[src/hw/rtl/pifb_ram.sv]
// pifb_ram: generic single-port synchronous RAM, read-first, registered read.
// No dependencies.
module pifb_ram #(
	parameter int unsigned WIDTH = 8,
	parameter int unsigned DEPTH = 256,
	parameter int unsigned AW    = $clog2(DEPTH)
) (
	input  logic             clk,
	input  logic             en,
	input  logic             we,
	input  logic [AW-1:0]    addr,
	input  logic [WIDTH-1:0] wdata,
	output logic [WIDTH-1:0] rdata
);

	logic [WIDTH-1:0] mem_q [DEPTH];
	logic [WIDTH-1:0] rdata_q;

	always_ff @(posedge clk) begin
		if (en) begin
			if (we)
				mem_q[addr] <= wdata;
			rdata_q <= mem_q[addr];
		end
	end

	assign rdata = rdata_q;

endmodule

[config.mk]
export PLATFORM = sky130hd
export DESIGN_NAME = pifb_ram
export DESIGN_NICKNAME = d
export VERILOG_FILES = /design/src/hw/rtl/pifb_ram.sv
export SDC_FILE = /design/constraint.sdc
export NUM_CORES = 2
export LEC_CHECK = 0
export BUFFER_PORTS_ARGS = -buffer_cell sky130_fd_sc_hd__buf_2
export CAP_MARGIN = 20
export CORE_UTILIZATION = 50
export DETAILED_ROUTE_END_ITERATION = 16
export PLACE_DENSITY = 0.65
export SYNTH_ARGS = -nofsm -noshare
export SYNTH_HDL_FRONTEND = slang
export SYNTH_SLANG_ARGS = --single-unit
[constraint.sdc]
create_clock -name clk -period 5.2 [get_ports clk]
set_clock_uncertainty 0.05 [all_clocks]
set_input_delay 0.26 -clock clk [delete_from_list [all_inputs] [get_ports clk]]
set_output_delay 0.26 -clock clk [all_outputs]
set_load 0.02 [all_outputs]
Yosys cells after proc, flatten, opt, wreduce, memory -nomap -nowiden
Memories as Yosys holds them, arrays and structs flattened. A register that Yosys moved wholly into a read port is not among the register bits.
Cells that the tools add are included.
Word-level totals
  register bits after elaboration: 0
  memory bits (writable): 2048
  input port bits: 19
  output and inout port bits: 8
  memories: 1
Memory list
  mem_q: words 256, bits a word 8, rd ports 1, clocked after memory_dff 1, wr ports 1, line 16  | logic [WIDTH-1:0] mem_q [DEPTH];
Operators by class
  multiplexer cells: 3
Operator list (number)
  $mux W1: 3

Longest topological paths before layout
  word-level depth: 3
  gate-level depth with buffers: 9

Worst setup path before layout
OpenSTA, ideal clock, no wires.
  path kind: input-to-reg
  start: input port addr[0]
  end: memory mem_q[105][0], enable pin
  arrival time: 2.150 ns
  data required time: 4.780 ns
  slack: 2.630 ns
  cell stages on the path: 8
  buffers on the path: 5
  cell sequence: clkbuf_1 -> buf_4 -> buf_4 -> buf_2 -> nor3b_1 -> nand2_1 -> clkbuf_1 -> nor2_1
RTL lines
  from (decl): line 11  | input logic [AW-1:0] addr,
  to (decl): line 16
Straight into the memory's write port.

Final worst setup path
  start: input port en
  end: memory mem_q[118][7], enable pin
On the way
  word-level cells in the longest chain between the ends: 2
Ends and longest elaborated chain
  from (decl): line 9  | input logic en,
  $mux W1: line 20  | if (en) begin
  $mux W1 (implied by the code): line 22  | mem_q[addr] <= wdata;
No other way between the ends.

==> flow_summary.yaml <==
clock_network:
  cts_tree: "built"
  clk_path_buf_depth: 3
  numCtsBuffers: 199
  holdBufCountCts: 7
  path_clk_slew_ns: 0.06
  clockRootBuffer: "clkbuf_16"
  cts.sinks: 2056
  post_cts_resized: 0
  h-tree-depth: 4
  postCtsSetupBuffers: 0
  insertion_delay_ns: 0.83
setup_path:
  setup.worst_path.end_class: "flop"
  slowest_delay_ns: 1.02
  crit_buf_inv: 2
  cp.required_ns: 5.59
  cp_data_arrival_time_ns: 3.89
  critical_path.max_fanout: 16
  cpMaxStageDelayCell: "nor2_1"
  cp_cell_sequence: "dlygate4sd3_1 > buf_2 > nand2_1 > nor3b_1 > nand2_2 > nor2_1"
  cp_top_family: "simple AND/OR/NAND/NOR gates"
  startpoint_type: "primary input"
  path_class: "in -> reg"
drt:
  first_iter_violations: 4641
  first_pass_iters: 5
  wl_um: 186900
  drc: 0
  post_drt_wl_per_cell_um: 31.94
  vias: 37180
  vias_per_cell: 6.354
  antenna_left: 0
die:
  start_util: 0.5063
  core-area_um2: 154800
  num_rows: 144
  fp.dieW_um: 397.9
  dieArea_um2: 158300
  die_y_um: 397.9
  num_io_pins: 27
yosys:
  ys_seq_area_frac: 0.7879
  syn-cell-area_um2: 78360
  syn_nets: 3544
  syn_area_per_cell_um2: 22.23
  ys_ff_latch: 2056
  syn_inst: 3525
  yosys_warnings: 0
  synthDistinctLibCells: 21
sta:
  whs_ns: -0.03735
  fmax_mhz: 286.1
  finalSetupViolations: 0
  period_needed_ns: 3.495
  rsz0062_at_grt: "false"
  max-slew-margin-rel: 0.1952
  tns_ns: 0
  hold_violations: 5
  drv_slew: 0
  tightest_slew_ns: 1.203
  finalCritPeriodShare: 0.6722
grt:
  grt_max_degree: 145
  track_usage: 0.2392
  grt_pass1_wl_um: 268800
  grt_pass1_vias: 37600
  grt-ovfl-total: 0
  antenna_found_initial: 7
final_layout:
  layout_common_cells: "edfxtp_1, mux4_2, nor2_1, a22oi_1, clkbuf_16"
  drive_gt1_frac: 0.2441
  final_common_cell: "edfxtp_1"
  fin_nets: 3655
  area_growth_pct: 11.86
power:
  total_power_mw: 33.73
  p_leak_nw: 26.45
  power_density_nw_per_um2: 384.8
  ir_worst_vdd_mv: 0.3834
place:
  gp_congestion: 0.8169
  place.detailed.hpwl_um: 106500
  port_buffers: 26
min_path:
  hp-class: "in -> reg"
run_status:
  outcome: "finished with violations"
  violations: "hold timing"
job:
  drv_cap: 0
-- final cells by class --
class                           count  area (um2)
Fill cell                       11110       67110
Tap cell                         2044        2557
Multi-Input combinational cell   1244       15700
Sequential cell                  2056       61740
Antenna cell                        1       2.502
Timing Repair Buffer              135        1411
Clock inverter                    114       938.4
Clock buffer                      257        5304
-- flip-flops by register name (all words and copies together) (netlist names) --
name and flops:
rdata 8, mem_q 2048
-- synth_stat cells --
| library cell | n | area share |
|---|---|---|
| edfxtp_1 | 2056 | 0.79 |
| mux4_2 | 512 | 0.15 |
| nor2_1 | 259 | 0.012 |
| a22oi_1 | 256 | 0.025 |
| clkbuf_1 | 143 | 0.0068 |
| a21oi_1 | 128 | 0.0082 |
| buf_2 | 39 | 0.0025 |
| o41ai_1 | 32 | 0.0036 |
| nand2_1 | 30 | 0.0014 |
| buf_1 | 23 | 0.0011 |
| buf_4 | 12 | 0.0011 |
| buf_6 | 8 | 0.0011 |
| nand4_1 | 8 | 0.00064 |
| nor2b_1 | 6 | 0.00048 |
| nand3_1 | 4 | 0.00026 |
| and2_1 | 2 | 0.00016 |
| nand2b_1 | 2 | 0.00016 |
| nor3b_1 | 2 | 0.00019 |
| and4_1 | 1 | 0.00011 |
| nor3_1 | 1 | 0.000064 |
| or2_2 | 1 | 0.000080 |
-- metal layers --
metal / global-route usage / wire [um] / vias up
li1: - / - / 15230
met1: 0.3390 / 74980 / 19880
met2: 0.3641 / 88230 / 1774
met3: 0.06660 / 18670 / 284
met4: 0.07294 / 4966 / 10
met5: 0 / 49 / -
-- kinds of logic (layout without fill, tap and decap cells) --
family                 after synthesis  count (layout)  synth area share
AOI/OAI and AO/OA                  416             416           0.03628
buffers and inverters              225             506           0.01274
DFF                               2056            2056            0.7879
muxes                              512             512            0.1471
other                                0               1                 0
and+or+nand+nor                    316             316           0.01598
-- report_power, final --
part | leakage, nW | total (mW) | internal, mW | switching, mW
logic | 4.92 | 1.50 | 0.524 | 0.972
clock network | 3.04 | 14.0 | 7.88 | 6.09
registers | 18.5 | 18.3 | 18.3 | 0.0121
total | 26.4 | 33.7 | 26.7 | 7.07
-- metrics by stage --
step	instance area, um2	setup slack, ns	cells	hold WS [ns]	util
floorplan	78360	2.630	3525	0.3089	-
global placement	81210	1.021	5466	0.7359	0.5247
detailed placement	81300	1.045	5470	0.7362	0.5253
CTS	87610	1.764	5848	0.003908	0.5661
global route	87650	1.620	5850	0.01313	0.5664
finish	87660	1.705	5851	-0.03735	0.5664
-- worst paths after layout --
path	start	end	slack, ns	depth (start not counted)
min	wdata[7]	mem_q[94][7]	-0.04	1
max reg2reg	mem_q[171][3]	rdata[3]	2.39	5
min reg2reg	mem_q[242][6]	rdata[6]	0.96	5
max	en	mem_q[118][7]	1.70	6
(Power assumes the default switching activity.)
