$ cat src/hw/rtl/pifb_pkg.sv
// pifb_pkg: shared widths, command and register codes, locate struct and
// the bits-per-pixel clamp of the packed indexed frame buffer.
// No dependencies.
package pifb_pkg;

	localparam int unsigned BUFFER_BYTES_DEF    = 8192;
	localparam int unsigned PALETTE_ENTRIES_DEF = 256;

	localparam int unsigned BPP_W      = 4;
	localparam int unsigned LW_W       = 11;
	localparam int unsigned PCNT_W     = 9;
	localparam int unsigned IDX_W      = 8;
	localparam int unsigned CMD_W      = 2;
	localparam int unsigned COORD_W    = 10;
	localparam int unsigned RPOS_W     = 16;
	localparam int unsigned COLOR_W    = 32;
	localparam int unsigned SLOT_W     = 8;
	localparam int unsigned CFG_IDX_W  = 2;
	localparam int unsigned CFG_DATA_W = 11;
	localparam int unsigned BYTE_W     = 8;

	// x + y*width fits 22 bits, times at most 8 bits per pixel fits 26
	localparam int unsigned POS_W     = 22;
	localparam int unsigned BIT_W     = 26;
	localparam int unsigned BYTEPOS_W = BIT_W - 3;

	localparam logic [CMD_W-1:0] CMD_LOAD  = 2'd0;
	localparam logic [CMD_W-1:0] CMD_WRITE = 2'd1;
	localparam logic [CMD_W-1:0] CMD_READ  = 2'd2;
	localparam logic [CMD_W-1:0] CMD_NONE  = 2'd3;

	localparam logic [CFG_IDX_W-1:0] REG_BPP   = 2'd0;
	localparam logic [CFG_IDX_W-1:0] REG_LW    = 2'd1;
	localparam logic [CFG_IDX_W-1:0] REG_PCNT  = 2'd2;
	localparam logic [CFG_IDX_W-1:0] REG_DFLT  = 2'd3;

	typedef struct packed {
		logic [BYTEPOS_W-1:0] first;
		logic [BYTEPOS_W-1:0] last;
		logic [2:0]           off;
		logic                 straddle;
		logic                 oor;
	} loc_t;

	// zero acts as one, anything above eight acts as eight
	function automatic logic [BPP_W-1:0] eff_bpp(input logic [BPP_W-1:0] b);
		logic [BPP_W-1:0] r;
		r = b;
		if (b == '0)
			r = BPP_W'(1);
		else if (b > BPP_W'(8))
			r = BPP_W'(8);
		return r;
	endfunction

endpackage

$ cat src/hw/rtl/pifb_locate.sv
// pifb_locate: two-stage pixel address unit, position then bit offset,
// giving first and last byte, bit offset and range flag. Uses pifb_pkg.
module pifb_locate import pifb_pkg::*; #(
	parameter int unsigned BUFFER_BYTES = BUFFER_BYTES_DEF
) (
	input  logic               clk,
	input  logic               load,
	input  logic               use_rpos,
	input  logic [COORD_W-1:0] pixel_x,
	input  logic [COORD_W-1:0] pixel_y,
	input  logic [RPOS_W-1:0]  pixel_position,
	input  logic [LW_W-1:0]    line_width,
	input  logic [BPP_W-1:0]   bpp,
	output loc_t               loc
);

	logic [POS_W-1:0] prod;
	logic [POS_W-1:0] pos_s1;
	logic [BIT_W-1:0] bit0_s2;
	logic [BIT_W-1:0] bitn;

	assign prod = POS_W'(pixel_y) * POS_W'(line_width);

	always_ff @(posedge clk) begin
		if (load)
			pos_s1 <= use_rpos ? POS_W'(pixel_position) : POS_W'(pixel_x) + prod;
		bit0_s2 <= BIT_W'(pos_s1) * BIT_W'(bpp);
	end

	assign bitn         = bit0_s2 + BIT_W'(bpp) - BIT_W'(1);
	assign loc.first    = bit0_s2[BIT_W-1:3];
	assign loc.last     = bitn[BIT_W-1:3];
	assign loc.off      = bit0_s2[2:0];
	assign loc.straddle = (loc.first != loc.last);
	assign loc.oor      = (loc.last >= BYTEPOS_W'(BUFFER_BYTES));

endmodule

$ cat config.mk
export PLATFORM = sky130hd
export DESIGN_NAME = pifb_locate
export DESIGN_NICKNAME = d
export VERILOG_FILES = /design/src/hw/rtl/pifb_pkg.sv /design/src/hw/rtl/pifb_locate.sv
export SDC_FILE = /design/constraint.sdc
export NUM_CORES = 1
export LEC_CHECK = 0
export BUFFER_PORTS_ARGS = -buffer_cell sky130_fd_sc_hd__clkbuf_2
export CORE_ASPECT_RATIO = 0.75
export CORE_MARGIN = 4
export CORE_UTILIZATION = 57
export CTS_BUF_LIST = sky130_fd_sc_hd__clkbuf_4 sky130_fd_sc_hd__clkbuf_8
export CTS_CLUSTER_SIZE = 25
export DETAILED_ROUTE_END_ITERATION = 16
export PLACE_DENSITY = 0.81
export SLEW_MARGIN = 10
export SYNTH_ARGS = -nofsm -noshare
export SYNTH_HDL_FRONTEND = slang
export SYNTH_SLANG_ARGS = --single-unit
$ cat constraint.sdc
create_clock -name clk -period 6.9 [get_ports clk]
set_clock_uncertainty 0.1 [all_clocks]
set_input_delay 1.38 -clock clk [delete_from_list [all_inputs] [get_ports clk]]
set_output_delay 1.38 -clock clk [all_outputs]
set_load 0.005 [all_outputs]
Word level (Yosys, flattened, before mapping)
Index checks and enable logic that the tools add are counted.

cells by class
  multiplexer cells = 1
  $lt $le $gt $ge = 1
  add/subtract/negate cells = 3
  equal/unequal tests = 1
  multiply operators = 2

operator list
  kind                   count
  $add 26x4->26          1
  $mul 22x4->26          1
  $sub 26x1->26 const B  1
  $ge 23x14->1 const B   1
  $ne 23x23->1           1
  $add 10x21->22         1
  $mul 10x11->21         1
  $mux 16                1

storage, ports and cells
  register bits = 48
  input bits = 54
  output and inout bits = 51

Depth between registers and ports, before layout
Gate-level depths: netlist of the first run.

  depth in word-level cells = 3
  mapped depth = 23

Least setup slack after synthesis of the first run
OpenSTA, ideal clock, no wires.

  kind = input -> register
  from = in pixel_y[1]
  to = reg pos_s1[20], data pin
  slack = 71 ps
  buffers on the path = 1
  stages = 22
  setup time = 260 ps
  arrival = 6469 ps
  cell sequence = clkbuf_1 -> nand2_1 -> fa_1 -> inv_1 -> fa_1 -> inv_1 -> fa_1 -> inv_1 -> fa_1 -> inv_1 -> fa_1 -> inv_1 -> ha_1 -> a21o_1 -> a21o_1 -> a21oi_1 -> o21ai_0 -> a31oi_1 -> o21bai_1 -> o41ai_1 -> o21ai_0 -> mux2_2

between the ends
  word-level cells in the longest chain between the ends = 2

RTL lines
  item                  line               text
  from (decl)           pifb_locate.sv:10  input logic [COORD_W-1:0] pixel_y,
  $mul 10x11->21        pifb_locate.sv:22  assign prod = POS_W'(pixel_y) * POS_W'(line_width);
  $add 10x21->22        pifb_locate.sv:26  pos_s1 <= use_rpos ? POS_W'(pixel_position) : POS_W'(pixel_x) + prod;
  to (signal assigned)  pifb_locate.sv:26
  to (decl)             pifb_locate.sv:18  logic [POS_W-1:0] pos_s1;

Every way passes these cells.
A chain may end at the register's enable or synchronous reset.

==> flow_summary.yaml, run 1 <==
run_status:
  status: "finished, final reports clean"
synth:
  ys.flop_type: "dfxtp_1"
  seq_area_frac_synth_pct: 12.2
  ys_seq_elements: 48
  syn-cell-area_mm2: 0.00972
  yosys_warnings: 0
  synthCells: 1160
  async_reset_ff_share_pct: 0
  synth.distinct_cells: 62
  syn_nets: 1454
  synth-edff-count: 22
  avgSynthCellArea_um2: 8.38
placement:
  place.gp.congestion: 0.920
  portBuffers: 104
  placed_area_mm2: 0.0106
  hpwl_mm: 18.4
clock_tree:
  cts_tree: "done"
  clock_latency_ps: 320
  cts_max_level: 2
  clk_pin_slew_ps: 90
  cts_buffers: 5
  ctsHoldBuffers: 0
  clockRootBuffer: "clkbuf_8"
  ctsLongestPathBuffers: 2
  cts_sinks: 48
sta:
  tightestPinTransition_ps: 651
  finalMaxSlewViolations: 0
  hold_viol: 0
  fmax_mhz: 149
  setup_tns_ps: 0
  slew-limit-headroom_pct: 55.5
  final.period_utilization_pct: 97.4
  fin_crit_ps: 6720
  setup_viol: 0
critical_path:
  critPathSlowestCell: "or4b_1"
  crit_required_ps: 5420
  crit_fanout: 8
  critPathLaunchType: "primary input"
  endpoint_kind: "primary output"
  setup.worst_path.class: "in2out"
  crit_arrival_ps: 5240
  path_cells: "clkbuf_2 -> inv_1 -> ha_1 -> inv_1 -> ha_1 -> buf_4 -> a21o_1 -> nand3_1 -> a2111o_1 -> nand4b_1 -> nand2_1 -> o2111ai_2 -> xor2_1 -> or4b_1 -> or4_1 -> or4_1 -> clkbuf_2"
  cpPeakStageDelay_ps: 520
floorplan:
  start_util_pct: 57.9
  die_w_um: 159
  rows: 41
  pin_count: 105
  coreArea_mm2: 0.0168
  die_h_um: 121
  die_area_mm2: 0.0192
hold_path:
  hp-class: "reg2reg"
cells_and_area:
  fillers: 1439
  area_growth_pct: 10.2
  layout-drive-gt1-share_pct: 12.8
  postLayoutCellArea_mm2: 0.0107
  layout_commonest_cell: "inv_1"
  mostFrequentLayoutCells: "inv_1, nand2_1, fa_1"
  final_nets: 1557
  diodes: 0
detailed_routing:
  drc: 0
  drtPass1Iterations: 7
  drt_iter0_drc: 397
  avgViaCountPerCell: 5.52
  drt_wl_total_mm: 21.7
  drtAntennaViolNets: 0
  vias: 8165
  wire_per_inst_um: 14.7
grt:
  overflow: 0
  antenna_found_initial: 0
  grt_pass1_wl_mm: 37.6
  grt_max_degree: 37
  grt_usage_pct: 23.4
  grt_pass1_vias: 8024
job:
  drv_cap: 0
## layout make-up
cell class                      count  area [µm²]  area share (%)
Clock buffer                        6        82.6           0.771
Timing Repair Buffer              141         805            7.51
Sequential cell                    48        1180            11.0
Inverter                          204         766            7.15
Multi-Input combinational cell    863        7600            70.9
Tap cell                          215         269            2.51
Clock inverter                      2        10.0          0.0934
## worst paths after layout
check | end | slack, ps | startpoint | depth (start not counted)
setup / recovery | loc[0] | 180 | bpp[3] | 17
hold / removal | bit0_s2[0] | 470 | pos_s1[0] | 1
setup reg to reg | bit0_s2[25] | 2520 | pos_s1[2] | 15
hold reg to reg | bit0_s2[0] | 470 | pos_s1[0] | 1
## registers in the layout (all words and copies together), names as in the netlist
signal and count:
bit0_s2 26, pos_s1 22
## Yosys cell counts (5+ instances only)
library cell	n	area share (%)
a211o_1	5	0.45
a21o_1	20	1.5
a21oi_1	54	2.8
and2_1	90	5.8
and3_1	7	0.45
clkbuf_1	42	1.6
dfxtp_1	26	5.4
edfxtp_1	22	6.8
fa_1	121	25
ha_1	119	15
inv_1	204	7.9
nand2_1	151	5.8
nand2b_1	5	0.32
nand3_1	17	0.88
nand4_1	9	0.58
nor2_1	46	1.8
nor2b_1	9	0.58
nor3_1	11	0.57
o21a_1	5	0.39
o21ai_0	32	1.6
o21bai_1	10	0.77
xnor2_1	52	4.7
xor2_1	24	2.2
## cells by family (layout without fill, tap and decap cells)
group / count (synthesis) / in the layout / share of synthesized area [%]
multiplexers: 8 / 8 / 0.875
XOR/XNOR: 76 / 76 / 6.85
AO/OA/AOI/OAI: 171 / 171 / 11.6
AND/OR/NAND/NOR: 368 / 368 / 18.6
buffers and inverters: 249 / 353 / 9.69
flip-flops: 48 / 48 / 12.2
adder cells (fa/ha/maj): 240 / 240 / 40.2
## per-stage QoR
step / hold slack, ps / worst slack (ps) / utilization [%] / instances
2_1_floorplan: 382 / 71.1 / - / 1160
3_3_place_gp: 452 / 13.2 / 63.2 / 1470
3_5_place_dp: 448 / -36.5 / 63.2 / 1470
4_1_cts: 464 / 37.0 / 63.8 / 1478
5_1_grt: 506 / -3.88 / 63.9 / 1479
6_report: 469 / 178 / 63.9 / 1479
## metal layers
layer	routed length (µm)	global-route usage, %	vias to the layer above
met4	294	4.12	0
met3	1470	4.21	36
met2	9640	37.2	223
li1	-	-	3936
met5	0	0	-
met1	10300	34.1	3970
## worst max-delay path, delay by kind of cell
| family | cells | cell delay (ps) |
|---|---|---|
| buffers and inverters | 5 | 510 |
| AND/OR/NAND/NOR | 6 | 1760 |
| AO/OA/AOI/OAI | 3 | 920 |
| adder cells (fa/ha/maj) | 2 | 550 |
| XOR/XNOR | 1 | 120 |
## what timing repair did
item                                    in CTS  in global routing
resized for setup                            1                  5
setup buffers                                0                  1
endpoints found under the setup margin       1                  3
pin swaps                                    0                  3
gates cloned                                 0                  0
Power of run 1 is left out: the tool's default activity adds up to more than one toggle a clock period on the data nets, which glitch-free logic cannot reach.
==> run 2: changes to the inputs <==
--- a/config.mk
+++ b/config.mk
@@ -6,14 +6,15 @@
 export NUM_CORES = 1
 export LEC_CHECK = 0
 export BUFFER_PORTS_ARGS = -buffer_cell sky130_fd_sc_hd__clkbuf_2
+export CELL_PAD_IN_SITES_DETAIL_PLACEMENT = 1
+export CELL_PAD_IN_SITES_GLOBAL_PLACEMENT = 1
 export CORE_ASPECT_RATIO = 0.75
 export CORE_MARGIN = 4
-export CORE_UTILIZATION = 57
+export CORE_UTILIZATION = 43
 export CTS_BUF_LIST = sky130_fd_sc_hd__clkbuf_4 sky130_fd_sc_hd__clkbuf_8
 export CTS_CLUSTER_SIZE = 25
 export DETAILED_ROUTE_END_ITERATION = 16
 export PLACE_DENSITY = 0.81
-export SLEW_MARGIN = 10
 export SYNTH_ARGS = -nofsm -noshare
 export SYNTH_HDL_FRONTEND = slang
 export SYNTH_SLANG_ARGS = --single-unit
==> flow_summary.yaml, run 2 (synthesis gave the netlist of run 1 again) <==
hold_path:
  hp-start: "pos_s1[0]"
  hp-class: "reg2reg"
  min_path_cells: 1
  whs_endpoint: "bit0_s2[0]"
cells_and_area:
  layout_commonest_cell: "inv_1"
  layout-drive-gt1-share_pct: 14.0
  finalNonFillerCells: 1568
  largest_register_ffs: 26
  final_nets: 1567
  mostFrequentLayoutCells: "inv_1, nand2_1, fa_1"
  postLayoutCellArea_mm2: 0.0109
  reg_top3: "bit0_s2 x26, pos_s1 x22"
  diodes: 0
  area_growth_pct: 12.6
  regMostFlops: "bit0_s2"
critical_path:
  path_cells: "clkbuf_2 -> inv_1 -> ha_1 -> inv_1 -> ha_1 -> nand2b_1 -> o31a_1 -> a2111o_1 -> a211o_1 -> a31oi_4 -> a21oi_2 -> xnor2_1 -> or4b_1 -> or4_1 -> or4_1 -> clkbuf_2"
  cpPeakStageDelay_ps: 470
  critPathLaunchType: "primary input"
  crit_required_ps: 5420
  crit_fanout: 5
  reg2regPathDepth: 15
  crit_arrival_ps: 5280
  critPathSlowestCell: "or4b_1"
  cp-startpoint: "bpp[2]"
  setup.worst_path.class: "in2out"
  reg2reg_slack_ps: 2530
  endpoint_kind: "primary output"
  r2r_end: "bit0_s2[23]"
  r2r_start: "pos_s1[0]"
sta:
  setup_tns_ps: 0
  fin_crit_ps: 6760
  rsz0062_at_grt: "true"
  fmax_mhz: 148
  slew-limit-headroom_pct: 53.1
  tightestPinTransition_ps: 686
  fin_ws_ps: 143
  hold_viol: 0
  final.period_utilization_pct: 97.9
  setup_viol: 0
  finalMaxSlewViolations: 0
grt:
  grt_pass1_vias: 8973
  grt_max_degree: 37
  grt_pass1_wl_mm: 44.0
  overflow: 0
  grt_usage_pct: 20.9
  antenna_found_initial: 2
placement:
  portBuffers: 104
  placed_area_mm2: 0.0108
  dpl_worst_slack_ps: -250
  hpwl_mm: 22.1
  dp_cells: 1557
  place.gp.congestion: 0.864
detailed_routing:
  drtAntennaViolNets: 0
  wire_per_inst_um: 16.5
  drtPass1Iterations: 5
  drt_wl_total_mm: 25.8
  avgViaCountPerCell: 5.24
  drc: 0
  drt_iter0_drc: 323
  vias: 8212
clock_tree:
  cts_max_level: 2
  cts_sinks: 48
  clock_latency_ps: 310
  cts_tree: "done"
  ctsHoldBuffers: 0
  clockRootBuffer: "clkbuf_8"
  clk_pin_slew_ps: 90
  cts_buffers: 5
  ctsLongestPathBuffers: 2
floorplan:
  start_util_pct: 43.8
  die_h_um: 138
  die_w_um: 182
  rows: 47
  die_area_mm2: 0.0251
  pin_count: 105
  coreArea_mm2: 0.0222
job:
  drv_cap: 0
run_status:
  status: "finished, final reports clean"
run 2: cell types whose count changed in the layout (fill, tap and decap cells not counted), moves of 2 or more:
cell	before	now
clkinv_2	2	0
clkbuf_4	0	2
buf_4	37	45
a21oi_2	0	2
a21oi_1	54	52
run 2: worst max-delay path by stage:
stage                 endpoint  slack [ps]  cells after the start
floorplan           pos_s1[20]          70                     22
global placement    pos_s1[20]          -2                     22
detailed placement  pos_s1[20]        -250                     22
CTS                     loc[0]          20                     16
global route            loc[0]         -30                     16
finish                  loc[0]         140                     16
run 2: stage by stage:
step / hold WS, ps / util [%]
2_1_floorplan: 382 / -
3_3_place_gp: 450 / 48.5
3_5_place_dp: 454 / 48.5
4_1_cts: 476 / 49.0
5_1_grt: 521 / 49.4
6_report: 471 / 49.4
run 2: layer usage:
metal | track usage [%] | wire [µm]
met1 | 29.7 | 12300
met2 | 35.2 | 12100
met4 | 2.61 | 248
met5 | 0 | 34
met3 | 3.10 | 1130
run 2: cell type report:
class | count | area [µm²]
fillers | 2719 | 11200
multi-input cells | 863 | 7650
flip-flops and latches | 48 | 1180
repair buffers | 151 | 881
inverters | 204 | 766
well taps | 294 | 368
clock buffers | 8 | 97.6
run 2: critical path: cells and delay by family:
| family | cells | cell delay, ps |
|---|---|---|
| AO/OA/AOI/OAI | 5 | 1430 |
| XOR/XNOR | 1 | 150 |
| adder cells (fa/ha/maj) | 2 | 540 |
| buffers and inverters | 4 | 350 |
| AND/OR/NAND/NOR | 4 | 1390 |
run 2: what timing repair did:
action,CTS,global route
endpoints found under the setup margin,0,6
setup buffers,0,3
gates resized for setup,0,14
Power of run 2 is left out for the same reason.
